File: config.mk
export PLATFORM = sky130hd
export DESIGN_NAME = hpq_ram
export DESIGN_NICKNAME = d
export VERILOG_FILES = /design/src/sv/hpq_ram.sv
export SDC_FILE = /design/constraint.sdc
export NUM_CORES = 1
export LEC_CHECK = 0
export BUFFER_PORTS_ARGS = -buffer_cell sky130_fd_sc_hd__buf_2
export CORE_MARGIN = 10
export CORE_UTILIZATION = 51
export DETAILED_ROUTE_END_ITERATION = 10
export HOLD_SLACK_MARGIN = 0.05
export PLACE_DENSITY = 0.69
export SKIP_CTS_REPAIR_TIMING = 1
export SLEW_MARGIN = 40
export SYNTH_ARGS = -nofsm -noshare
export SYNTH_HDL_FRONTEND = slang
export SYNTH_SLANG_ARGS = --single-unit
File: constraint.sdc
create_clock -name clk -period 2.1 [get_ports clk]
set_input_delay 0 -clock clk [delete_from_list [all_inputs] [get_ports clk]]
set_output_delay 0 -clock clk [all_outputs]
set_load 0.005 [all_outputs]
File: src/sv/hpq_ram.sv
// Generic RAM: one write port, two read ports with registered read data.
// No package dependencies.
module hpq_ram #(
  parameter int WIDTH = 8,
  parameter int DEPTH = 16
) (
  input  logic                                     clk,
  input  logic                                     we,
  input  logic [((DEPTH > 1) ? $clog2(DEPTH) : 1)-1:0] waddr,
  input  logic [WIDTH-1:0]                         wdata,
  input  logic [((DEPTH > 1) ? $clog2(DEPTH) : 1)-1:0] raddr_a,
  input  logic [((DEPTH > 1) ? $clog2(DEPTH) : 1)-1:0] raddr_b,
  output logic [WIDTH-1:0]                         rdata_a,
  output logic [WIDTH-1:0]                         rdata_b
);

  logic [WIDTH-1:0] mem [DEPTH];

  always_ff @(posedge clk) begin
    if (we) begin
      mem[waddr] <= wdata;
    end
    rdata_a <= mem[raddr_a];
    rdata_b <= mem[raddr_b];
  end

endmodule

# After elaboration in Yosys (flattened, before gate mapping)
# Memories as Yosys holds them, arrays and structs flattened. A register that Yosys moved wholly into a read port is not among the register bits.
# Index checks and enable logic that the tools add are counted.
dict set report totals {
  ramBits 128
  memories 1
  wordCells 3
  ff_bits 0
}
# name depth word_bits rd rd_clocked_by_memory_dff write_ports line
set memory_table {}
lappend memory_table {mem 16 8 2 2 1 17} ;# logic [WIDTH-1:0] mem [DEPTH];
dict set report op_classes {
  mux 2
}
# op count
set ops {}
lappend ops {{$mux W1} 2}

# Depth between registers and ports, before layout
dict set report logic_depth {
  word_depth 2
  depth_mapped 5
  depth_no_buf 3
}

# Worst setup path after synthesis
# OpenSTA, ideal clock, no wires.
dict set report synth_path {
  path_type {input to register}
  from {in waddr[2] (netlist bit)}
  to {mem mem[0][0] (enable)}
  path_stages 2
  setup_ps 383
  slack_ps 607
  arrival_ps 1110
  cell_sequence {or3b_2 nor3_1}
}
# item line
set synth_lines {}
lappend synth_lines {{from (decl)} 9} ;# input logic [((DEPTH > 1) ? $clog2(DEPTH) : 1)-1:0] waddr,
lappend synth_lines {{to (decl)} 17}
# Straight into the memory's write port.

==> impl_metrics.tcl <==
set metrics [dict create \
    coreArea_um2 12110 \
    yosys-top-cells-area "edfxtp_1 (61%), mux4_2 (12%), mux4_1 (12%)" \
    path_buf_inv 0 \
    synthFlopType "edfxtp_1" \
    cts_tree "built" \
    fin_skew_ps 6.968 \
    wl_um 13910 \
    status "finished, final reports clean" \
    port_buffers 37 \
    drtPass1Iterations 4 \
    crit_family "multiplexers" \
    hold_viol_final 0 \
    register_area_um2 4164 \
    vias_per_cell 6.100 \
    worstReg2RegStart "mem[2][0]" \
    yosysMostFrequentCell "edfxtp_1" \
    wl_per_cell_um 24.93 \
    end_kind "register" \
    antenna_left 0 \
    cp_cell_sequence "mux4_4 > a22oi_1 > nand2_1" \
    arrival_ps 1760 \
    wl_met3_um 774 \
    drv_cap 0 \
    fin_tns_setup_ps 0 \
    start_util 0.5240 \
    fin_crit_sh 0.6884 \
    synthCells 307 \
    required_ps 2410 \
    num_rows 40 \
    grt_pass1_wl_um 21350 \
    synth_fp_nets 329 \
    h-tree-depth 4 \
    p_leak_nw 2.608 \
    crit_slowest_cell "mux4_4" \
    setup_viol 0 \
    hold_path.class "primary input to register" \
    drtIter0Drc 358 \
    worst_pin_slew_ps 783.4 \
    synth_top_cell_area_share 0.6057 \
    cts_root_buffer "clkbuf_16" \
    placed_cell_area_um2 6802 \
    synth_edf_count 128 \
    start_kind "register" \
    fmax_ghz 0.6918 \
    crit_start "mem[2][0]" \
    cts_buffers 17 \
    grt_pass1_vias 3641 \
    ios 38 \
    final_nets 399 \
    final_cells 558 \
    drc 0 \
    route.met2.wl_um 7067 \
    design_area_um2 7427 \
    rsz0062_at_grt "no" \
    die_h_um 131.6 \
    seq_area_frac_synth 0.6562 \
    critPathKind "register to register" \
    fp.dieArea_um2 17310 \
    ys_warn_count 0 \
    hpwlAfterDp_um 9503 \
    diodes 0 \
    cts.sinks 144 \
    clk_pin_slew_ps 60 \
    ys_ff_latch 144 \
    cts.path.max_buffers 2 \
    wl_met1_um 5870 \
    cp_max_fo 2 \
    topRoutingLayerUsed "met4" \
    num_vias 3404 \
    grt_usage 0.1643 \
    ir_worst_vdd_v 0.0004000 \
    yosysTopAreaCell "edfxtp_1" \
    drv_slew 0 \
    fp.dieW_um 131.6 \
    syn-cell-area_um2 6346 \
    slew_headroom 0.4758 \
    area_growth_pct 17.03 \
    gp_congestion 0.7979 \
    worstSkewPairLatency_ps 420 \
    ys_types 20 \
    fill_cells 886 \
    grt_max_degree 33 \
    whs_ps 150.6 \
    antenna_found_initial 0 \
    async_reset_ff_frac 0 \
    multiInputGateArea_um2 2009 \
    syn_avg_cell_area_um2 20.67 \
    overflow 0 \
    hold_start "raddr_b[3]" \
    cellPowerDensity_nw_per_um2 873.5 \
    period_needed_ps 1446 \
    drive_gt1_frac 0.3256 \
    synth_common_cells "edfxtp_1 (128), mux4_2 (34), a22oi_1 (32)" \
    dp.cells 518 \
    cpPeakStageDelay_ps 600 \
]
-- power breakdown --
group	total [W]	internal [W]	leakage, nW	switching (W)
logic	0.000481	0.000235	1.04	0.000246
registers	0.00324	0.00321	1.29	0.0000356
clock network	0.00276	0.00171	0.275	0.00106
-- state kept, by name, indices dropped and copies added (netlist names) --
register	cells
mem	128
rdata_a	8
rdata_b	8
-- worst min-delay path, delay by kind of cell --
kind                   cells  cell delay, ps
AOI/OAI and AO/OA          1             100
buffers and inverters      2             300
and+or+nand+nor            2             140
-- cells by family (layout without fill, tap and decap cells) --
kind of cell,Yosys count,after routing,synth area share
AO/OA/AOI/OAI,32,32,0.03785
AND/OR/NAND/NOR,47,47,0.03430
flip-flops,144,144,0.6562
multiplexers,64,64,0.2445
buffers and inverters,20,103,0.02721
-- final timing paths --
path / slack (ps) / end / cells past startpoint
setup reg to reg: 650 / rdata_a[0] / 3
hold / removal: 150 / rdata_b[1] / 5
hold reg to reg: 710 / rdata_a[6] / 3
setup / recovery: 650 / rdata_a[0] / 3
-- metal layers --
layer,GRT usage,vias up
met5,0,-
met4,0.05871,0
met3,0.04497,16
met2,0.2623,106
met1,0.2115,1803
li1,-,1479
-- through the flow --
| stage | utilization | power [W] | worst slack [ps] |
|---|---|---|---|
| finish | 0.6132 | 0.006487 | 654.5 |
| global route | 0.6132 | 0.006696 | 601.9 |
| CTS | 0.6066 | 0.006503 | 653.8 |
| detailed placement | 0.5616 | 0.003776 | 463.6 |
| global placement | 0.5616 | 0.003764 | 488.7 |
| floorplan | - | 0.003582 | 607.1 |
-- area by class of cell --
class                      instances  share of cell area
sequential                       144              0.5606
multi-input combinational        143              0.2706
timing repair buffer              71             0.06705
clock buffer                      25             0.06536
tap                              168             0.02830
clock inverter                     7            0.008086
-- placed cells by master, fill, tap and decap left out --
cell	instances
dlygate4sd3_1	8
nor3_1	4
edfxtp_1	128
clkinv_2	6
nor2b_1	2
and2b_1	2
mux4_4	2
nand3_1	1
clkbuf_8	3
dfxtp_1	16
buf_2	37
mux4_2	34
and2_1	2
buf_4	23
clkbuf_1	5
nand2b_1	2
nand3b_1	2
or3b_2	1
mux4_1	28
bufinv_16	1
clkbuf_16	17
nor2_1	14
nand2_1	17
buf_12	3
a22oi_1	32
No activity file was read; power rests on OpenSTA's default activity.
