<file path="src/sv/hpq_pkg.sv">
// Shared types and constants for the binary min-heap priority queue.
// Standalone package; every other file of the block imports it, except hpq_ram.
package hpq_pkg;

  localparam int CAPACITY    = 256;
  localparam int KEY_BITS    = 32;
  localparam int HANDLE_BITS = 9;

  localparam int ADDR_BITS   = (CAPACITY > 1) ? $clog2(CAPACITY) : 1;
  localparam int COUNT_BITS  = $clog2(CAPACITY + 1);
  // child index 2*pos+2 can reach 2*CAPACITY
  localparam int CHILD_BITS  = ADDR_BITS + 2;
  localparam int ENTRY_BITS  = KEY_BITS + HANDLE_BITS;
  localparam int STATUS_BITS = 2;

  typedef logic [KEY_BITS-1:0]    key_t;
  typedef logic [HANDLE_BITS-1:0] handle_t;
  typedef logic [ADDR_BITS-1:0]   addr_t;
  typedef logic [COUNT_BITS-1:0]  count_t;
  typedef logic [CHILD_BITS-1:0]  child_t;

  localparam count_t CAP_COUNT = count_t'(CAPACITY);

  typedef enum logic {
    OP_INSERT  = 1'b0,
    OP_EXTRACT = 1'b1
  } opcode_e;

  typedef enum logic [STATUS_BITS-1:0] {
    ST_OK    = 2'd0,
    ST_EMPTY = 2'd1,
    ST_FULL  = 2'd2
  } status_e;

  typedef struct packed {
    key_t    key;
    handle_t handle;
  } entry_t;

  // which of current, left or right holds the strictly smallest key
  typedef enum logic [1:0] {
    SEL_CUR   = 2'd0,
    SEL_LEFT  = 2'd1,
    SEL_RIGHT = 2'd2
  } cmp_sel_e;

  typedef struct packed {
    key_t cur;
    key_t left;
    key_t right;
    logic left_ok;
    logic right_ok;
  } cmp_req_t;

  typedef struct packed {
    logic   we;
    addr_t  waddr;
    entry_t wdata;
    addr_t  raddr_a;
    addr_t  raddr_b;
  } ram_req_t;

endpackage

</file>
<file path="src/sv/hpq_cmp.sv">
// Shared key compare unit: picks the strictly smallest of current, left, right.
// Ties keep the earlier candidate (current, then left). Depends on hpq_pkg.
module hpq_cmp (
  input  hpq_pkg::cmp_req_t req,
  output hpq_pkg::cmp_sel_e sel
);
  import hpq_pkg::*;

  key_t best;

  always_comb begin
    sel  = SEL_CUR;
    best = req.cur;
    if (req.left_ok && (req.left < best)) begin
      sel  = SEL_LEFT;
      best = req.left;
    end
    if (req.right_ok && (req.right < best)) begin
      sel = SEL_RIGHT;
    end
  end

endmodule

</file>
<file path="config.mk">
export PLATFORM = sky130hd
export DESIGN_NAME = hpq_cmp
export DESIGN_NICKNAME = d
export VERILOG_FILES = /design/src/sv/hpq_pkg.sv /design/src/sv/hpq_cmp.sv
export SDC_FILE = /design/constraint.sdc
export NUM_CORES = 1
export LEC_CHECK = 0
export ABC_AREA = 1
export BUFFER_PORTS_ARGS = -buffer_cell sky130_fd_sc_hd__buf_2
export CORE_ASPECT_RATIO = 1.75
export CORE_UTILIZATION = 43
export DETAILED_ROUTE_END_ITERATION = 10
export PLACE_DENSITY_LB_ADDON = 0.3
export SYNTH_ARGS = -nofsm -noshare
export SYNTH_HDL_FRONTEND = slang
export SYNTH_SLANG_ARGS = --single-unit
</file>
<file path="constraint.sdc">
create_clock -name vclk -period 3.3
set_input_delay 0.495 -clock vclk [all_inputs]
set_output_delay 0.495 -clock vclk [all_outputs]
set_load 0.1 [all_outputs]
</file>
After elaboration in Yosys (flattened, before gate mapping)
Index checks and enable logic that the tools add are counted.
{"block": "word_totals", "regBits": 0, "out_inout_bits": 2, "wordCells": 7}
{"block": "op_classes", "n_lt_le_gt_ge": 2, "muxes": 3, "reduce_logical": 2}
{"operator": "32-bit < comparator", "n": 2}
{"operator": "32-bit two-way mux", "n": 1}
{"operator": "1-bit logical AND", "n": 2}
{"operator": "2-bit two-way mux", "n": 1}
{"operator": "1-bit two-way mux", "n": 1}

Longest topological paths before layout
{"block": "depth", "depth_word": 6, "ltp_mapped": 25, "depth_no_buf": 25}

Worst setup path before layout
Ideal clock, no wire load.
{"block": "synth_timing", "path_type": "in2out", "from": "input req[97] (netlist bit)", "to": "output sel[1]", "arrival_time_ps": 4130, "slack_ps": -1325, "path_stages": 18, "n_path_buf": 1, "path_cell_list": "inv_1 ha_1 nand2_2 nor2_4 nand2_2 nor4_2 nand2_1 nand2_4 clkbuf_1 nand2_1 o21ai_0 ha_1 a21oi_1 nor2_1 a211oi_1 o221a_2 nand2_1 a21oi_1"}
{"block": "synth_via", "elab_chain_cells": 6}
{"item": "start: declaration", "line": "hpq_cmp.sv:4", "text": "input hpq_pkg::cmp_req_t req,"}
{"item": "32-bit < comparator", "line": "hpq_cmp.sv:14", "text": "if (req.left_ok && (req.left < best)) begin"}
{"item": "1-bit logical AND", "line": "hpq_cmp.sv:14"}
{"item": "32-bit two-way mux (*)", "line": "hpq_cmp.sv:14"}
{"item": "32-bit < comparator (*)", "line": "hpq_cmp.sv:18", "text": "if (req.right_ok && (req.right < best)) begin"}
{"item": "1-bit logical AND (*)", "line": "hpq_cmp.sv:18"}
{"item": "2-bit two-way mux (*)", "line": "hpq_cmp.sv:18"}
{"item": "end: declaration", "line": "hpq_cmp.sv:5", "text": "output hpq_pkg::cmp_sel_e sel"}
Every way passes the cells marked *; elsewhere a longest branch is shown, timed or not.

Final worst setup path
{"block": "layout_timing", "from": "input req[61] (netlist bit)", "to": "output sel[0]"}
{"block": "layout_via", "elab_chain_cells": 6}
{"item": "32-bit < comparator", "line": "hpq_cmp.sv:14"}
{"item": "1-bit logical AND", "line": "hpq_cmp.sv:14"}
{"item": "32-bit two-way mux", "line": "hpq_cmp.sv:14"}
{"item": "32-bit < comparator", "line": "hpq_cmp.sv:18"}
{"item": "1-bit logical AND", "line": "hpq_cmp.sv:18"}
{"item": "2-bit two-way mux (*)", "line": "hpq_cmp.sv:18"}
Marks and branches as above.

==> out/qor.csv <==
metric,value,unit
stdcell_area,3500,um^2
clkbuf_count,0,
period_share,1.20,
pwr-share-clk,0,
muxShareOfSynthArea,0,
fin_setup_tns,-1.23,ns
synth.most_common_cell,nand2_1,
synth-simple-area-share,0.272,
whs,1.59,ns
area.sequential,0,um^2
p_sw,0.321,mW
synthAdderAreaFrac,0.422,
synth_area_leaders,"ha_1 (42%), nand2_1 (17%), o21ai_0 (9.8%)",
fin_crit,3.96,ns
syn-instance-count,297,
initial_core_util,0.447,
yosysWarnings,0,
synth_area,1840,um^2
num_rows,31,
max_freq,252,MHz
status,finished with violations,
nFillCells,232,
nFlopsAndLatches,0,
relSlewSlack,0.813,
io_buffers,100,
die_height,88.5,um
yosys.area.top_type_share,0.422,
grt_max_degree,17,
hold_viol,0,
drtIter0Drc,59,
drc,0,
vdd_drop_max,127,uV
wire_per_inst,15.1,um
die_x,51.4,um
n_antenna_cell,0,
grt_pass1_wl,9360,um
required,2.80,ns
placed_cells,467,
dieArea,4550,um^2
violations,negative setup slack,
rsz0062_at_grt,yes,
gp_congestion,0.792,
nNetsFinal,596,
crit_arrival,3.47,ns
final_core_util,0.852,
synth_nets,457,
ys_seq_area_frac,0,
cp-end-kind,output port,
finalMaxSlewViolations,0,
cap_violations,0,
dpl-instance-area,2860,um^2
num_vias,2614,
drive_gt1_frac,0.567,
switching_share,0.506,
ys_types,23,
synth_top_area_cell,ha_1,
ant_nets,0,
combinationalPowerShare,1.000,
firstDrtPassIters,4,
dpl.hpwl,4570,um
hold_path_class,input pin to output port,
cts_hold_buf,0,
grt_overflow,0,
cp_max_fo,7,
setup_viol,2,
routed_wirelength,7290,um
fin_cells,483,
groute.usage.overall,0.258,
first_global_vias,2449,
synth_compound_area_frac,0.204,
synthTopCellsByCount,"nand2_1 (82), ha_1 (62), inv_1 (44), o21ai_0 (36), a21oi_1 (27)",
synth-xor-area-share,0,
internal-power,0.313,mW
p_per_area,181,nW/um^2
pwr-share-seq,0,
via_per_inst,5.41,
synthToLayoutAreaGrowth,90.6,%
finalWorstSetupSlack,-0.661,ns
path_class,input pin to output port,
leakage,1.87,nW
max_slew.worst_pin.slew,0.278,ns
core,4110,um^2
startpoint_type,input pin,
antenna_found_initial,0,
synth.avg_cell_area,6.19,um^2
io_pins,100,
synth_top_family_by_area,adder cells,
-- per-layer routing --
layer	share of wire	up-vias	track usage	routed length, um
met5	0	-	0	0
met4	0.030	0	0.0737	218
met3	0.037	20	0.0120	271
met2	0.57	97	0.530	4120
met1	0.37	1205	0.268	2680
li1	-	1292	-	-
-- worst max-delay path, stage by stage --
cell and delay, ns:
buf_2 0.13, ha_4 0.26, a21oi_2 0.18, o21ai_2 0.10
nand2_2 0.09, nand3_2 0.09, nor2_4 0.18, nand2_8 0.11
buf_6 0.15, bufbuf_16 0.25, nand2_1 0.06, o21ai_1 0.08
ha_1 0.31, nand2_1 0.06, inv_1 0.05, nand2_1 0.05
nand2_1 0.06, nand2_1 0.05, nand2_1 0.08, nand2_1 0.07
nand2_2 0.11, nand2_2 0.08, a21oi_4 0.18, buf_12 0.19
-- layout by cell type (no fill, tap or decap), types with 7 or more instances in the layout --
| cell type | synthesis | layout |
|---|---|---|
| inv_1 | 44 | 27 |
| inv_2 | 0 | 15 |
| a21oi_1 | 27 | 11 |
| buf_2 | 0 | 93 |
| o21ai_0 | 36 | 20 |
| buf_12 | 0 | 7 |
| ha_4 | 0 | 20 |
| nand2_2 | 2 | 15 |
| o21ai_1 | 0 | 10 |
| nand2_1 | 82 | 63 |
| ha_1 | 62 | 41 |
| a21oi_2 | 1 | 15 |
| buf_4 | 0 | 32 |
-- power groups by stage --
stage	clock network [mW]	logic, mW	registers [mW]
after floorplan	0	0.275	0
after global placement	0	0.432	0
after detailed placement	0	0.448	0
after global routing	0	0.688	0
after CTS	0	0.524	0
final	0	0.634	0
-- path summary, 6_finish.rpt --
kind	startpoint	end	cells past startpoint
worst min-delay path	req[0]	sel[1]	7
worst max-delay path	req[61]	sel[0]	24
-- logic make-up after synthesis --
kind of cell / after synthesis
AND/OR/NAND/NOR: 115
AO/OA/AOI/OAI: 70
adder cells (fa/ha/maj): 62
buffers and inverters: 50
-- final cells by class --
class / instances / area [um^2] / area share
Multi-Input combinational cell: 247 / 2220 / 0.633
Tap cell: 49 / 61.3 / 0.0175
Inverter: 44 / 180 / 0.0514
Timing Repair Buffer: 143 / 1050 / 0.299
-- metrics by stage --
stage	power, mW	worst slack, ns
after floorplan	0.275	-0.421
after global placement	0.432	-0.556
after detailed placement	0.448	-0.618
after CTS	0.524	-0.476
after global routing	0.688	-0.825
final	0.634	-0.661
-- repair_timing --
action	CTS	global route
setup buffers	5	7
setup endpoints to repair	2	2
cloned	4	1
pin swaps	27	39
gates resized for setup	32	65
(Power assumes the default switching activity.)
