**src/sv/hpq_pkg.sv**
```systemverilog
// Shared types and constants for the binary min-heap priority queue.
// Standalone package; every other file of the block imports it, except hpq_ram.
package hpq_pkg;

  localparam int CAPACITY    = 256;
  localparam int KEY_BITS    = 32;
  localparam int HANDLE_BITS = 9;

  localparam int ADDR_BITS   = (CAPACITY > 1) ? $clog2(CAPACITY) : 1;
  localparam int COUNT_BITS  = $clog2(CAPACITY + 1);
  // child index 2*pos+2 can reach 2*CAPACITY
  localparam int CHILD_BITS  = ADDR_BITS + 2;
  localparam int ENTRY_BITS  = KEY_BITS + HANDLE_BITS;
  localparam int STATUS_BITS = 2;

  typedef logic [KEY_BITS-1:0]    key_t;
  typedef logic [HANDLE_BITS-1:0] handle_t;
  typedef logic [ADDR_BITS-1:0]   addr_t;
  typedef logic [COUNT_BITS-1:0]  count_t;
  typedef logic [CHILD_BITS-1:0]  child_t;

  localparam count_t CAP_COUNT = count_t'(CAPACITY);

  typedef enum logic {
    OP_INSERT  = 1'b0,
    OP_EXTRACT = 1'b1
  } opcode_e;

  typedef enum logic [STATUS_BITS-1:0] {
    ST_OK    = 2'd0,
    ST_EMPTY = 2'd1,
    ST_FULL  = 2'd2
  } status_e;

  typedef struct packed {
    key_t    key;
    handle_t handle;
  } entry_t;

  // which of current, left or right holds the strictly smallest key
  typedef enum logic [1:0] {
    SEL_CUR   = 2'd0,
    SEL_LEFT  = 2'd1,
    SEL_RIGHT = 2'd2
  } cmp_sel_e;

  typedef struct packed {
    key_t cur;
    key_t left;
    key_t right;
    logic left_ok;
    logic right_ok;
  } cmp_req_t;

  typedef struct packed {
    logic   we;
    addr_t  waddr;
    entry_t wdata;
    addr_t  raddr_a;
    addr_t  raddr_b;
  } ram_req_t;

endpackage

```
**src/sv/hpq_if.sv**
```systemverilog
// Valid/ready channel interfaces for the heap queue request and response.
// Depends on hpq_pkg.
interface hpq_in_if;
  import hpq_pkg::*;

  logic    valid;
  logic    ready;
  logic    opcode;
  key_t    key;
  handle_t handle;

  modport source (output valid, output opcode, output key, output handle, input ready);
  modport sink   (input valid, input opcode, input key, input handle, output ready);
endinterface

interface hpq_out_if;
  import hpq_pkg::*;

  logic                   valid;
  logic                   ready;
  logic [STATUS_BITS-1:0] status;
  key_t                   min_key;
  handle_t                min_handle;
  count_t                 count;

  modport source (output valid, output status, output min_key, output min_handle,
                  output count, input ready);
  modport sink   (input valid, input status, input min_key, input min_handle,
                  input count, output ready);
endinterface

```
**src/sv/hpq_ctrl.sv**
```systemverilog
// Heap sequencer: insert sift-up and extract sift-down, one level per cycle,
// plus the response register. Depends on hpq_pkg and hpq_if.
module hpq_ctrl (
  input  logic                clk,
  input  logic                rst,
  hpq_in_if.sink              req,
  hpq_out_if.source           rsp,
  output hpq_pkg::ram_req_t   ram_req,
  input  hpq_pkg::entry_t     rdata_a,
  input  hpq_pkg::entry_t     rdata_b,
  output hpq_pkg::cmp_req_t   cmp_req,
  input  hpq_pkg::cmp_sel_e   cmp_sel
);
  import hpq_pkg::*;

  typedef enum logic [2:0] {
    IDLE,
    DECODE,
    INS_CMP,
    INS_FIN,
    EXT_LOAD,
    EXT_CMP,
    RESP
  } state_t;

  state_t  state;
  opcode_e opcode;
  entry_t  item;      // pair being inserted
  entry_t  cur;       // entry sinking from the root
  entry_t  min_q;
  status_e status;
  addr_t   pos;       // current hole
  count_t  count;

  logic                   rsp_valid;
  logic [STATUS_BITS-1:0] rsp_status;
  key_t                   rsp_min_key;
  handle_t                rsp_min_handle;
  count_t                 rsp_count;

  addr_t  parent;
  addr_t  grand;
  count_t cnt_m1;
  child_t left;
  child_t right;
  addr_t  best;
  child_t best_left;
  logic   rsp_load;

  assign parent    = (pos - addr_t'(1)) >> 1;
  assign grand     = (parent - addr_t'(1)) >> 1;
  assign cnt_m1    = count - count_t'(1);
  assign left      = (child_t'(pos) << 1) + child_t'(1);
  assign right     = left + child_t'(1);
  assign best      = (cmp_sel == SEL_RIGHT) ? right[ADDR_BITS-1:0] : left[ADDR_BITS-1:0];
  assign best_left = (child_t'(best) << 1) + child_t'(1);
  assign rsp_load  = (state == RESP) && (!rsp_valid || rsp.ready);

  assign req.ready      = (state == IDLE);
  assign rsp.valid      = rsp_valid;
  assign rsp.status     = rsp_status;
  assign rsp.min_key    = rsp_min_key;
  assign rsp.min_handle = rsp_min_handle;
  assign rsp.count      = rsp_count;

  // compare unit inputs: sift-up asks "item < parent", sift-down picks the child
  always_comb begin
    cmp_req.cur      = rdata_a.key;
    cmp_req.left     = item.key;
    cmp_req.right    = rdata_b.key;
    cmp_req.left_ok  = 1'b1;
    cmp_req.right_ok = 1'b0;
    if (state == EXT_CMP) begin
      cmp_req.cur      = cur.key;
      cmp_req.left     = rdata_a.key;
      cmp_req.left_ok  = left < child_t'(count);
      cmp_req.right_ok = right < child_t'(count);
    end
  end

  // memory access per state; the next level's read goes out with this level's write
  always_comb begin
    ram_req.we      = 1'b0;
    ram_req.waddr   = pos;
    ram_req.wdata   = item;
    ram_req.raddr_a = '0;
    ram_req.raddr_b = '0;
    unique case (state)
      DECODE: begin
        if (opcode == OP_INSERT) begin
          if (count == '0) begin
            ram_req.we    = 1'b1;
            ram_req.waddr = '0;
          end else begin
            ram_req.raddr_a = addr_t'(cnt_m1 >> 1);
          end
        end else begin
          ram_req.raddr_a = '0;
          ram_req.raddr_b = addr_t'(cnt_m1);
        end
      end
      INS_CMP: begin
        ram_req.we = 1'b1;
        if (cmp_sel == SEL_LEFT) begin
          ram_req.wdata   = rdata_a;
          ram_req.raddr_a = grand;
        end
      end
      INS_FIN: begin
        ram_req.we = 1'b1;
      end
      EXT_LOAD: begin
        ram_req.raddr_a = addr_t'(1);
        ram_req.raddr_b = addr_t'(2);
      end
      EXT_CMP: begin
        ram_req.we      = 1'b1;
        ram_req.raddr_a = best_left[ADDR_BITS-1:0];
        ram_req.raddr_b = best_left[ADDR_BITS-1:0] + addr_t'(1);
        case (cmp_sel)
          SEL_LEFT:  ram_req.wdata = rdata_a;
          SEL_RIGHT: ram_req.wdata = rdata_b;
          default:   ram_req.wdata = cur;
        endcase
      end
      default: begin
      end
    endcase
  end

  always_ff @(posedge clk) begin
    if (rst) begin
      state     <= IDLE;
      count     <= '0;
      rsp_valid <= 1'b0;
    end else begin
      if (rsp_load) begin
        rsp_valid      <= 1'b1;
        rsp_status     <= status;
        rsp_min_key    <= min_q.key;
        rsp_min_handle <= min_q.handle;
        rsp_count      <= count;
      end else if (rsp.ready) begin
        rsp_valid <= 1'b0;
      end

      unique case (state)
        IDLE: begin
          if (req.valid) begin
            opcode      <= opcode_e'(req.opcode);
            item.key    <= req.key;
            item.handle <= req.handle;
            state       <= DECODE;
          end
        end
        DECODE: begin
          status <= ST_OK;
          min_q  <= '0;
          if (opcode == OP_INSERT) begin
            if (count == CAP_COUNT) begin
              status <= ST_FULL;
              state  <= RESP;
            end else if (count == '0) begin
              count <= count_t'(1);
              state <= RESP;
            end else begin
              pos   <= addr_t'(count);
              count <= count + count_t'(1);
              state <= INS_CMP;
            end
          end else begin
            if (count == '0) begin
              status <= ST_EMPTY;
              state  <= RESP;
            end else begin
              state <= EXT_LOAD;
            end
          end
        end
        INS_CMP: begin
          if (cmp_sel == SEL_LEFT) begin
            pos <= parent;
            if (parent == '0) begin
              state <= INS_FIN;
            end
          end else begin
            state <= RESP;
          end
        end
        INS_FIN: begin
          state <= RESP;
        end
        EXT_LOAD: begin
          min_q <= rdata_a;
          cur   <= rdata_b;
          count <= cnt_m1;
          pos   <= '0;
          state <= (count == count_t'(1)) ? RESP : EXT_CMP;
        end
        EXT_CMP: begin
          if (cmp_sel == SEL_CUR) begin
            state <= RESP;
          end else begin
            pos <= best;
          end
        end
        RESP: begin
          if (rsp_load) begin
            state <= IDLE;
          end
        end
        default: state <= IDLE;
      endcase
    end
  end

`ifndef ASSERT_OFF
  a_err_zero_payload: assert property (@(posedge clk) disable iff (rst)
    (rsp.valid && rsp.status != ST_OK) |-> (rsp.min_key == '0 && rsp.min_handle == '0))
    else $error("error response carries a nonzero payload");

  a_count_moves_only_in_decode: assert property (@(posedge clk) disable iff (rst)
    !(state == DECODE || state == EXT_LOAD) |=> $stable(count))
    else $error("entry count changed outside decode or extract load");

  a_count_bound: assert property (@(posedge clk) disable iff (rst)
    count <= CAP_COUNT)
    else $error("entry count above capacity");

  a_hole_in_heap: assert property (@(posedge clk) disable iff (rst)
    (state == INS_CMP || state == EXT_CMP) |-> (count_t'(pos) < count))
    else $error("sift position outside the occupied heap");
`endif

endmodule

```
**src/flat_wrapper.sv**
```systemverilog
// flat-port wrapper written by rule: the top's interface ports become plain ports
module hpq_ctrl_flat import hpq_pkg::*;
  (clk, rst, ram_req, rdata_a, rdata_b, cmp_req, cmp_sel, req_valid, req_opcode, req_key, req_handle, req_ready, rsp_valid, rsp_status, rsp_min_key, rsp_min_handle, rsp_count, rsp_ready);
  hpq_in_if req_i ();
  hpq_out_if rsp_i ();
  input  logic clk;
  input  logic rst;
  output hpq_pkg::ram_req_t ram_req;
  input  hpq_pkg::entry_t rdata_a;
  input  hpq_pkg::entry_t rdata_b;
  output hpq_pkg::cmp_req_t cmp_req;
  input  hpq_pkg::cmp_sel_e cmp_sel;
  input wire logic [$bits(req_i.valid)-1:0] req_valid;
  input wire logic [$bits(req_i.opcode)-1:0] req_opcode;
  input wire logic [$bits(req_i.key)-1:0] req_key;
  input wire logic [$bits(req_i.handle)-1:0] req_handle;
  output wire logic [$bits(req_i.ready)-1:0] req_ready;
  output wire logic [$bits(rsp_i.valid)-1:0] rsp_valid;
  output wire logic [$bits(rsp_i.status)-1:0] rsp_status;
  output wire logic [$bits(rsp_i.min_key)-1:0] rsp_min_key;
  output wire logic [$bits(rsp_i.min_handle)-1:0] rsp_min_handle;
  output wire logic [$bits(rsp_i.count)-1:0] rsp_count;
  input wire logic [$bits(rsp_i.ready)-1:0] rsp_ready;
  assign req_i.valid = req_valid;
  assign req_i.opcode = req_opcode;
  assign req_i.key = req_key;
  assign req_i.handle = req_handle;
  assign req_ready = req_i.ready;
  assign rsp_valid = rsp_i.valid;
  assign rsp_status = rsp_i.status;
  assign rsp_min_key = rsp_i.min_key;
  assign rsp_min_handle = rsp_i.min_handle;
  assign rsp_count = rsp_i.count;
  assign rsp_i.ready = rsp_ready;
  hpq_ctrl u_core (.clk(clk), .rst(rst), .req(req_i), .rsp(rsp_i), .ram_req(ram_req), .rdata_a(rdata_a), .rdata_b(rdata_b), .cmp_req(cmp_req), .cmp_sel(cmp_sel));
endmodule
```
**config.mk**
```make
export PLATFORM = sky130hd
export DESIGN_NAME = hpq_ctrl_flat
export DESIGN_NICKNAME = d
export VERILOG_FILES = /design/src/sv/hpq_pkg.sv /design/src/sv/hpq_if.sv /design/src/sv/hpq_ctrl.sv /design/src/flat_wrapper.sv
export SDC_FILE = /design/constraint.sdc
export NUM_CORES = 1
export LEC_CHECK = 0
export BUFFER_PORTS_ARGS = -buffer_cell sky130_fd_sc_hd__buf_2
export CORE_MARGIN = 8
export CORE_UTILIZATION = 40
export CTS_BUF_LIST = sky130_fd_sc_hd__clkbuf_8
export DETAILED_ROUTE_END_ITERATION = 16
export GPL_TIMING_DRIVEN = 0
export MAX_ROUTING_LAYER = met4
export PLACE_DENSITY = 0.77
export SYNTH_ARGS = -nofsm -noshare
export SYNTH_HDL_FRONTEND = slang
export SYNTH_SLANG_ARGS = --single-unit
```
**constraint.sdc**
```tcl
create_clock -name clk -period 6.9 [get_ports clk]
set_input_delay 0.345 -clock clk [delete_from_list [all_inputs] [get_ports clk]]
set_output_delay 0.345 -clock clk [all_outputs]
set_load 0.01 [all_outputs]
```
; ---- Yosys cells after proc, flatten, opt, wreduce, memory -nomap -nowiden
; Cells that the tools add are included.
; W data, S select, Z words.
[classes]
add_sub_neg = 8
eq_ne = 19
order_cmp = 2
muxes = 42
bitwise_logic = 1
reduce_logical = 19
[op_table]
columns = operator, count
row1 = $pmux W41 S2, 3
row2 = $mux W8, 10
row3 = $mux W64, 1
row4 = $pmux W8 S4, 2
row5 = $mux W49, 1
row6 = $mux W9, 5
row7 = $mux W3, 8
row8 = $pmux W8 S3, 1
row9 = $pmux W3 S7, 1
row10 = $lt A10 B9 Y1, 2
row11 = $pmux W9 S2, 1
row12 = $add A8 B1 Y8 const B, 2
row13 = $ne A2 B2 Y1 const B, 6
row14 = $add A10 B1 Y10 const B, 1
row15 = $add A9 B1 Y10 const B, 1
row16 = $mux W2, 5
row17 = $add A9 B1 Y9 const B, 1
row18 = $eq A3 B3 Y1 const B, 3
row19 = $eq A9 B1 Y1 const B, 1
row20 = $eq A9 B9 Y1 const B, 1
row21 = $logic_not A9 Y1, 1
row22 = $sub A9 B1 Y9 const B, 1
row23 = $logic_not A8 Y1, 1
row24 = $reduce_and A2 Y1, 4
row25 = 22 further kinds, 28
[totals]
register_bits = 199

; ---- Longest topological paths before layout
; Gate-level depths: netlist (run 1).
[logic_depth]
word_depth = 6
ltp_mapped = 9
ltp_nobuf = 8

; ---- Worst setup path before layout (run 1)
; Ideal clock, no wire load.
[synth_timing]
kind = register to register
start = register u_core.state[2]
end = register u_core.item[0] (netlist name), enable pin
path_slack_ns = 0.824
arrival_time_ns = 5.515
n_path_buf = 3
stages_incl_launch_ff = 6
synth_period_minus_slack_ns = 6.076
path_cell_list = dfxtp_1 buf_2 buf_1 or2_2 clkbuf_1 nor4b_1
[synth_via]
elab_chain_cells = 2
[synth_rtl]
columns = item, line
row1 = from (decl), hpq_ctrl.sv:26  ; state_t state;
row2 = from (signal assigned), hpq_ctrl.sv:198  ; state <= (count == count_t'(1)) ? RESP : EXT_CMP;
row3 = $logic_not A3 Y1, hpq_ctrl.sv:147  ; unique case (state)
row4 = $reduce_and A3 Y1 (no line), -
row5 = to (decl), hpq_ctrl.sv:28  ; entry_t item;
; Every way passes these cells.
; A chain may end at the register's enable or synchronous reset.

==> impl_metrics.csv, run 1 <==
group,metric,value,unit
pwr,powerDensity,360.2,nW/um^2
finish,area_growth,26.35,%
pwr,p_int,0.002721,W
cts,ctsHoldBuffers,8,
cts,cts_tree,"done",
worst_setup_path,worstReg2RegStart,"u_core.count[0]$_SDFFE_PP0P_",
sta,period_minus_slack,3.820,ns
die,dieArea,33000,sq um
logic_synthesis,syn_nets,1268,
finish,fillCellCount,2465,
logic_synthesis,ys_seq_elements,199,
route,drt-total-wl,47070,um
logic_synthesis,synth_top_area_frac,0.5088,
finish,finalNonFillerCells,1861,
route,via_per_inst,5.716,
route,drcViolationCount,0,
worst_setup_path,cp-start-kind,"register",
sta,drv_slew,0,
pwr,leakagePower,5.886,nW
placement,post-place-cells,1809,
logic_synthesis,synthFlopType,"edfxtp_1",
finish,design_area,13870,sq um
placement,io_buffers,346,
sta,finClkSkew,0.02235,ns
cts,cts_root_buf,"clkbuf_8",
placement,dpl.hpwl,36190,um
logic_synthesis,synth_area,10980,sq um
die,start_util,0.4073,
logic_synthesis,synth_edf_count,186,
pwr,ir_drop,167.1,uV
worst_setup_path,reg2reg_depth,8,
sta,finalSetupTns,0,ns
placement,placed_cell_area,13300,sq um
die,die_y,181.7,um
sta,slew_headroom,0.1383,
sta,fmax,0.2618,GHz
logic_synthesis,syn_area_per_cell,9.890,sq um
route,first_iter_violations,1390,
sta,worst_pin_slew,1.283,ns
cts,cts_sinks,199,
logic_synthesis,synth_seq_area_share,0.5325,
finish,nets,1653,
route,ant_nets,0,
logic_synthesis,syn_inst,1110,
pwr,combPwrFrac,0.486,
logic_synthesis,synth_area_leader_cell,"edfxtp_1",
cts,cts_buffers,17,
cts,cts_max_level,4,
worst_setup_path,slowest_delay,0.56,ns
pwr,swShare,0.4554,
worst_setup_path,crit_slowest_cell,"clkbuf_1",
cts,post-cts-setup-buffers,0,
logic_synthesis,synth_area_leaders,"edfxtp_1, nand2_1, a22oi_1",
grt,antenna_found_initial,11,
sta,hold_violations,0,
sta,finalSetupViolCount,0,
logic_synthesis,ys_types,66,
worst_setup_path,cp-end-kind,"primary output",
grt,grt_pass1_wl,67810,um
grt,grt_pass1_vias,10410,
sta,setup_slack,3.080,ns
pwr,seqPwrFrac,0.339,
die,io_pins,348,
placement,place_congestion,0.9961,
cts,post_cts_resized,0,
cts,clkSlewWorstSetupHoldPaths,0.14,ns
pwr,p_switching,0.002276,W
route,firstDrtPassIters,8,
placement,pre_cts_slack,3.058,ns
grt,grt_max_degree,32,
cts,clk_latency,0.48,ns
worst_setup_path,crit_type,"reg -> out",
worst_setup_path,path_cells,"clkbuf_1, inv_1, ha_1, nand2_1, nor3_1, xnor2_1, o221ai_1, a311o_1, buf_2",
cts,clk_path_buf_depth,2,
die,die_w,181.7,um
finish,regArea,5846,sq um
logic_synthesis,ys_async_sr_fraction,0,
worst_setup_path,crit_arrival,3.48,ns
sta,rsz0062_at_grt,"no",
pwr,clockPowerShare,0.175,
die,fp.coreArea,26950,sq um
pwr,total_power,0.004997,W
die,num_rows,60,
grt,grtUsageTotal,0.2817,
grt,gr-total-overflow,0,
status,status,"finished, final reports clean",
hold_path,min_path_type,"in -> reg",
worst_setup_path,critPathLaunch,"u_core.count[0]$_SDFFE_PP0P_",
worst_setup_path,reg2reg_to,"u_core.pos[0]$_DFFE_PP_",
sta,post-route-period-util,0.5536,
route,wl_per_cell,25.29,um
worst_setup_path,critPathRequiredTime,6.55,ns
job,cap_violations,0,
worst_setup_path,worstSetupEndpoint,"ram_req[13]",
finish,multi_input_area,4486,sq um
finish,drive_gt1_frac,0.3064,
worst_setup_path,crit_path_max_fanout,10,
logic_synthesis,ys_warn_count,0,
route,vias,10640,
worst_setup_path,ff2ff_setup_slack,3.37,ns
==> sequential cells by signal, indices dropped and copies added, names as in the netlist, 2 cells and up <==
register	cells
u_core.count	9
u_core.cur	41
u_core.item	41
u_core.min_q	41
u_core.pos	8
u_core.rsp.count	9
u_core.rsp.min_handle	9
u_core.rsp.min_key	32
u_core.rsp.status	2
u_core.state	3
u_core.status	2
==> area by class of cell <==
cell class | count | area share
clock inverter | 15 | 0.01660
multi-input combinational | 773 | 0.3234
sequential | 199 | 0.4214
timing repair buffer | 366 | 0.1400
tap | 341 | 0.03076
buffer | 116 | 0.04285
inverter | 22 | 0.005953
clock buffer | 17 | 0.01687
antenna | 12 | 0.002165
==> cell families (layout without fill, tap and decap cells) <==
kind of cell    count (synthesis)  in the layout  synth area share
compound gates                279            279            0.1640
fa+ha+maj                      28             28           0.03191
xor+xnor                       34             34           0.02781
flops                         199            199            0.5325
buf+inv                       138            536           0.06166
simple gates                  430            430            0.1802
mux                             2              2          0.001938
other cells                     0             12                 0
==> Yosys cell counts (3+ instances only) <==
master	count
buf_2	16
nand4_1	6
buf_1	17
o21a_1	5
o22ai_1	17
nand2_1	263
nand3_1	21
nor2_1	38
a22oi_1	89
a211oi_1	3
nor3_2	4
xor2_1	12
dfxtp_1	13
clkbuf_1	48
inv_1	20
xnor2_1	21
o221ai_1	8
or3_1	3
ha_1	28
nor3_1	13
a21oi_1	23
nor2b_1	9
and3_1	9
edfxtp_1	186
buf_4	33
nand2b_1	5
a21o_1	4
and2_1	43
o21ai_0	103
a31oi_1	3
==> power groups by stage <==
stage / registers (W) / logic [W] / clock network (W)
after floorplan: 0.00171 / 0.00142 / 0
final: 0.00169 / 0.00243 / 0.000876
after CTS: 0.00169 / 0.00239 / 0.000883
after global placement: 0.00174 / 0.00233 / 0
after detailed placement: 0.00172 / 0.00238 / 0
after global routing: 0.00171 / 0.00261 / 0.000929
==> cell usage in the layout (no fill, tap or decap), types with 22 or more instances in the layout <==
cell type	Yosys	routed
nor2_1	38	37
buf_4	33	39
ha_1	28	28
o21ai_0	103	103
a22oi_1	89	89
clkbuf_1	48	48
edfxtp_1	186	186
nand2_1	263	263
buf_2	16	362
a21oi_1	23	22
and2_1	43	43
==> worst min path at each step <==
stage	start	endpoint	slack [ns]	cells after the start
after floorplan	u_core.min_q[0]$_SDFFCE_PN0P_	u_core.rsp.min_handle[0]$_DFFE_PP_	0.40	0
after global placement	u_core.min_q[9]$_SDFFCE_PN0P_	u_core.rsp.min_key[0]$_DFFE_PP_	0.40	0
after detailed placement	u_core.min_q[0]$_SDFFCE_PN0P_	u_core.rsp.min_handle[0]$_DFFE_PP_	0.40	0
after CTS	req_key[1]	u_core.item[10]$_DFFE_PP_	0.00009	1
after global routing	req_key[9]	u_core.item[18]$_DFFE_PP_	0.0005	1
final	req_key[1]	u_core.item[10]$_DFFE_PP_	0.03	1
==> per-layer routing <==
layer | up-vias | wire length [um] | GRT usage
li1 | 4740 | - | -
met1 | 5039 | 18850 | 0.3710
met2 | 749 | 21400 | 0.4242
met3 | 109 | 4735 | 0.04152
met4 | 0 | 2083 | 0.1312
met5 | - | 0 | -
==> per-stage QoR <==
| step | hold WS [ns] | util |
|---|---|---|
| 2_1_floorplan | 0.4003 | - |
| 3_3_place_gp | 0.4004 | 0.4874 |
| 3_5_place_dp | 0.4045 | 0.4934 |
| 4_1_cts | 0.00009129 | 0.5136 |
| 5_1_grt | 0.0005250 | 0.5146 |
| 6_report | 0.02709 | 0.5147 |
==> critical path, delay by kind of cell (launching register included) <==
family          cells  cell delay [ns]
flops               1             0.40
simple gates        2             0.38
xor+xnor            1             0.33
buf+inv             3             1.02
fa+ha+maj           1             0.38
compound gates      2             0.48
Note: power is estimated with default switching activity, not from simulation.
==> run 2: changes to the inputs <==
- PLACE_DENSITY: 0.77 -> 0.8
- clock period: 6.9 -> 3.5 ns (I/O delays scaled with it)
==> run 2 against run 1 <==
Net effect: sequential power rose by 98%; largest power group unchanged; clock power increased by 100%; cell count grew 3.6%; largest cell class unchanged; critical path type unchanged; design area increased by 5.9%; total power is 100% higher; flip-flop and latch count did not move.
==> impl_metrics.csv, run 2 (synthesized netlist as in run 1, its figures left out) <==
group,metric,value,unit
pwr,seqPwrFrac,0.333,
finish,nets,1728,
die,num_rows,60,
pwr,p_switching,0.004590,W
grt,grt_max_degree,33,
grt,grtUsageTotal,0.2946,
sta,slew_headroom,0.2921,
finish,final_cell_mix,"buf_2, nand2_1, edfxtp_1",
finish,drive_gt1_frac,0.2937,
hold_path,min_path_type,"in -> reg",
worst_setup_path,crit_type,"reg -> out",
route,drt-total-wl,49180,um
route,ant_nets,0,
sta,finalSetupViolCount,0,
grt,grtUsageMet2,0.4554,
worst_setup_path,path_cells,"buf_6, inv_2, and3_1, clkbuf_1, nor2_1, clkbuf_1, a22oi_1, o21ai_0, buf_2",
grt,antenna_found_initial,4,
finish,finalNonFillerCells,1928,
finish,area_growth,33.79,%
worst_setup_path,crit_path_max_fanout,10,
cts,cts_max_level,4,
sta,finClkSkew,0.01595,ns
grt,grt_use_met1,0.3608,
die,dieArea,33000,sq um
grt,grt_pass1_wl,70890,um
route,first_iter_violations,1395,
die,io_pins,348,
sta,post-route-period-util,0.9708,
pwr,ir_drop,308.6,uV
pwr,powerDensity,683.4,nW/um^2
worst_setup_path,worstReg2RegStart,"u_core.state[2]$_SDFFE_PP0P_",
die,fp.coreArea,26950,sq um
worst_setup_path,cp-end-kind,"primary output",
sta,drv_slew,0,
placement,dpl.hpwl,36400,um
worst_setup_path,crit_slowest_cell,"clkbuf_1",
die,start_util,0.4073,
route,firstDrtPassIters,5,
finish,final_common_cell,"buf_2",
pwr,combPwrFrac,0.492,
route,via_per_inst,5.748,
worst_setup_path,slowest_delay,0.70,ns
sta,rsz0062_at_grt,"no",
cts,cts_tree,"done",
sta,fmax,0.2943,GHz
cts,post-cts-setup-buffers,0,
pwr,clockPowerShare,0.175,
cts,cts_root_buf,"clkbuf_8",
worst_setup_path,crit_arrival,3.22,ns
finish,top_regs,"u_core.cur x41, u_core.item x41, u_core.min_q x41",
grt,busiest_layer,"met2",
sta,holdWs,0.02639,ns
worst_setup_path,path_common_cell,"clkbuf_1",
sta,hold_violations,0,
grt,gr-total-overflow,0,
cts,clk_path_buf_depth,2,
cts,clkSlewWorstSetupHoldPaths,0.13,ns
grt,grt_pass1_vias,11310,
sta,worst_pin_slew,1.058,ns
cts,cts_buffers,17,
placement,io_buffers,346,
cts,clk_latency,0.50,ns
grt,grtUsageMet3,0.07046,
placement,place_congestion,1.038,
cts,cts_sinks,199,
worst_setup_path,ff2ff_setup_slack,0.39,ns
hold_path,min_from,"rdata_a[7]",
route,drcViolationCount,0,
pwr,p_int,0.005447,W
die,die_y,181.7,um
pwr,swShare,0.4573,
die,die_w,181.7,um
worst_setup_path,cp-start-kind,"register",
sta,period_minus_slack,3.398,ns
route,vias,11080,
placement,post-place-cells,1805,
job,cap_violations,0,
pwr,leakagePower,6.234,nW
status,status,"finished, final reports clean",
worst_setup_path,critPathLaunch,"u_core.state[1]$_SDFFE_PP0P_",
route,wl_per_cell,25.51,um
worst_setup_path,critPathRequiredTime,3.32,ns
[run 2: cell types whose count changed in the layout (fill, tap and decap cells not counted), moves of 2 or more]
cell           before  now
buf_8               0    2
diode_2            12    4
clkbuf_2            0    4
clkbuf_1           48   45
inv_16              3    5
inv_12              4    1
buf_4              39   33
dlygate4sd3_1       8   87
[run 2: critical path, delay by kind of cell, from the launching register on]
family / cells / cell delay [ns]
buf+inv: 5 / 1.33
flops: 1 / 0.35
compound gates: 2 / 0.38
simple gates: 2 / 0.68
[run 2: worst paths after layout]
path                                                          to  cells after the start
worst max-delay path                                 ram_req[31]                      9
worst max register to register   u_core.rsp.min_key[7]$_DFFE_PP_                      6
worst min-delay path               u_core.min_q[7]$_SDFFCE_PN0P_                      2
worst min register to register  u_core.rsp.min_key[28]$_DFFE_PP_                      0
[run 2: area by class of cell]
cell class	count	area (sq um)
fillers	2380	12260
flip-flops and latches	199	5846
multi-input cells	773	4516
repair buffers	441	2734
plain buffers	116	599.3
well taps	341	426.7
clock inverters	15	240.2
clock buffers	17	234.0
inverters	22	82.58
diodes	4	10.01
[run 2: routing by layer]
layer / routed length (um) / up-vias
met3: 5187 / 135
met4: 2150 / 0
li1: - / 4880
met2: 22520 / 765
met1: 19320 / 5302
met5: 0 / -
[run 2: what timing repair did]
item,4_1_cts,5_1_grt
endpoints found under the hold margin,87,0
gates resized for setup,1,10
pin swaps,0,0
hold buffers,87,0
endpoints found under the setup margin,1,30
cloned,0,0
[run 2: power by group through the flow]
stage | clock [W] | sequential (W) | combinational (W)
after floorplan | 0 | 0.00335 | 0.00282
after global placement | 0 | 0.00340 | 0.00461
after detailed placement | 0 | 0.00340 | 0.00471
after CTS | 0.00177 | 0.00334 | 0.00482
after global routing | 0.00184 | 0.00338 | 0.00528
final | 0.00175 | 0.00335 | 0.00494
[run 2: stage by stage]
stage               cell area, sq um  power, W  TNS [ns]  setup slack, ns  utilization
detailed placement             13310  0.008109    -2.433          -0.3046       0.4940
global route                   14690   0.01050         0          0.01796       0.5449
CTS                            14660  0.009924         0         0.001139       0.5439
global placement               13170  0.008011   -105.58           -1.410       0.4885
floorplan                      11010  0.006167         0           0.2862            -
finish                         14690   0.01004         0           0.1022       0.5450
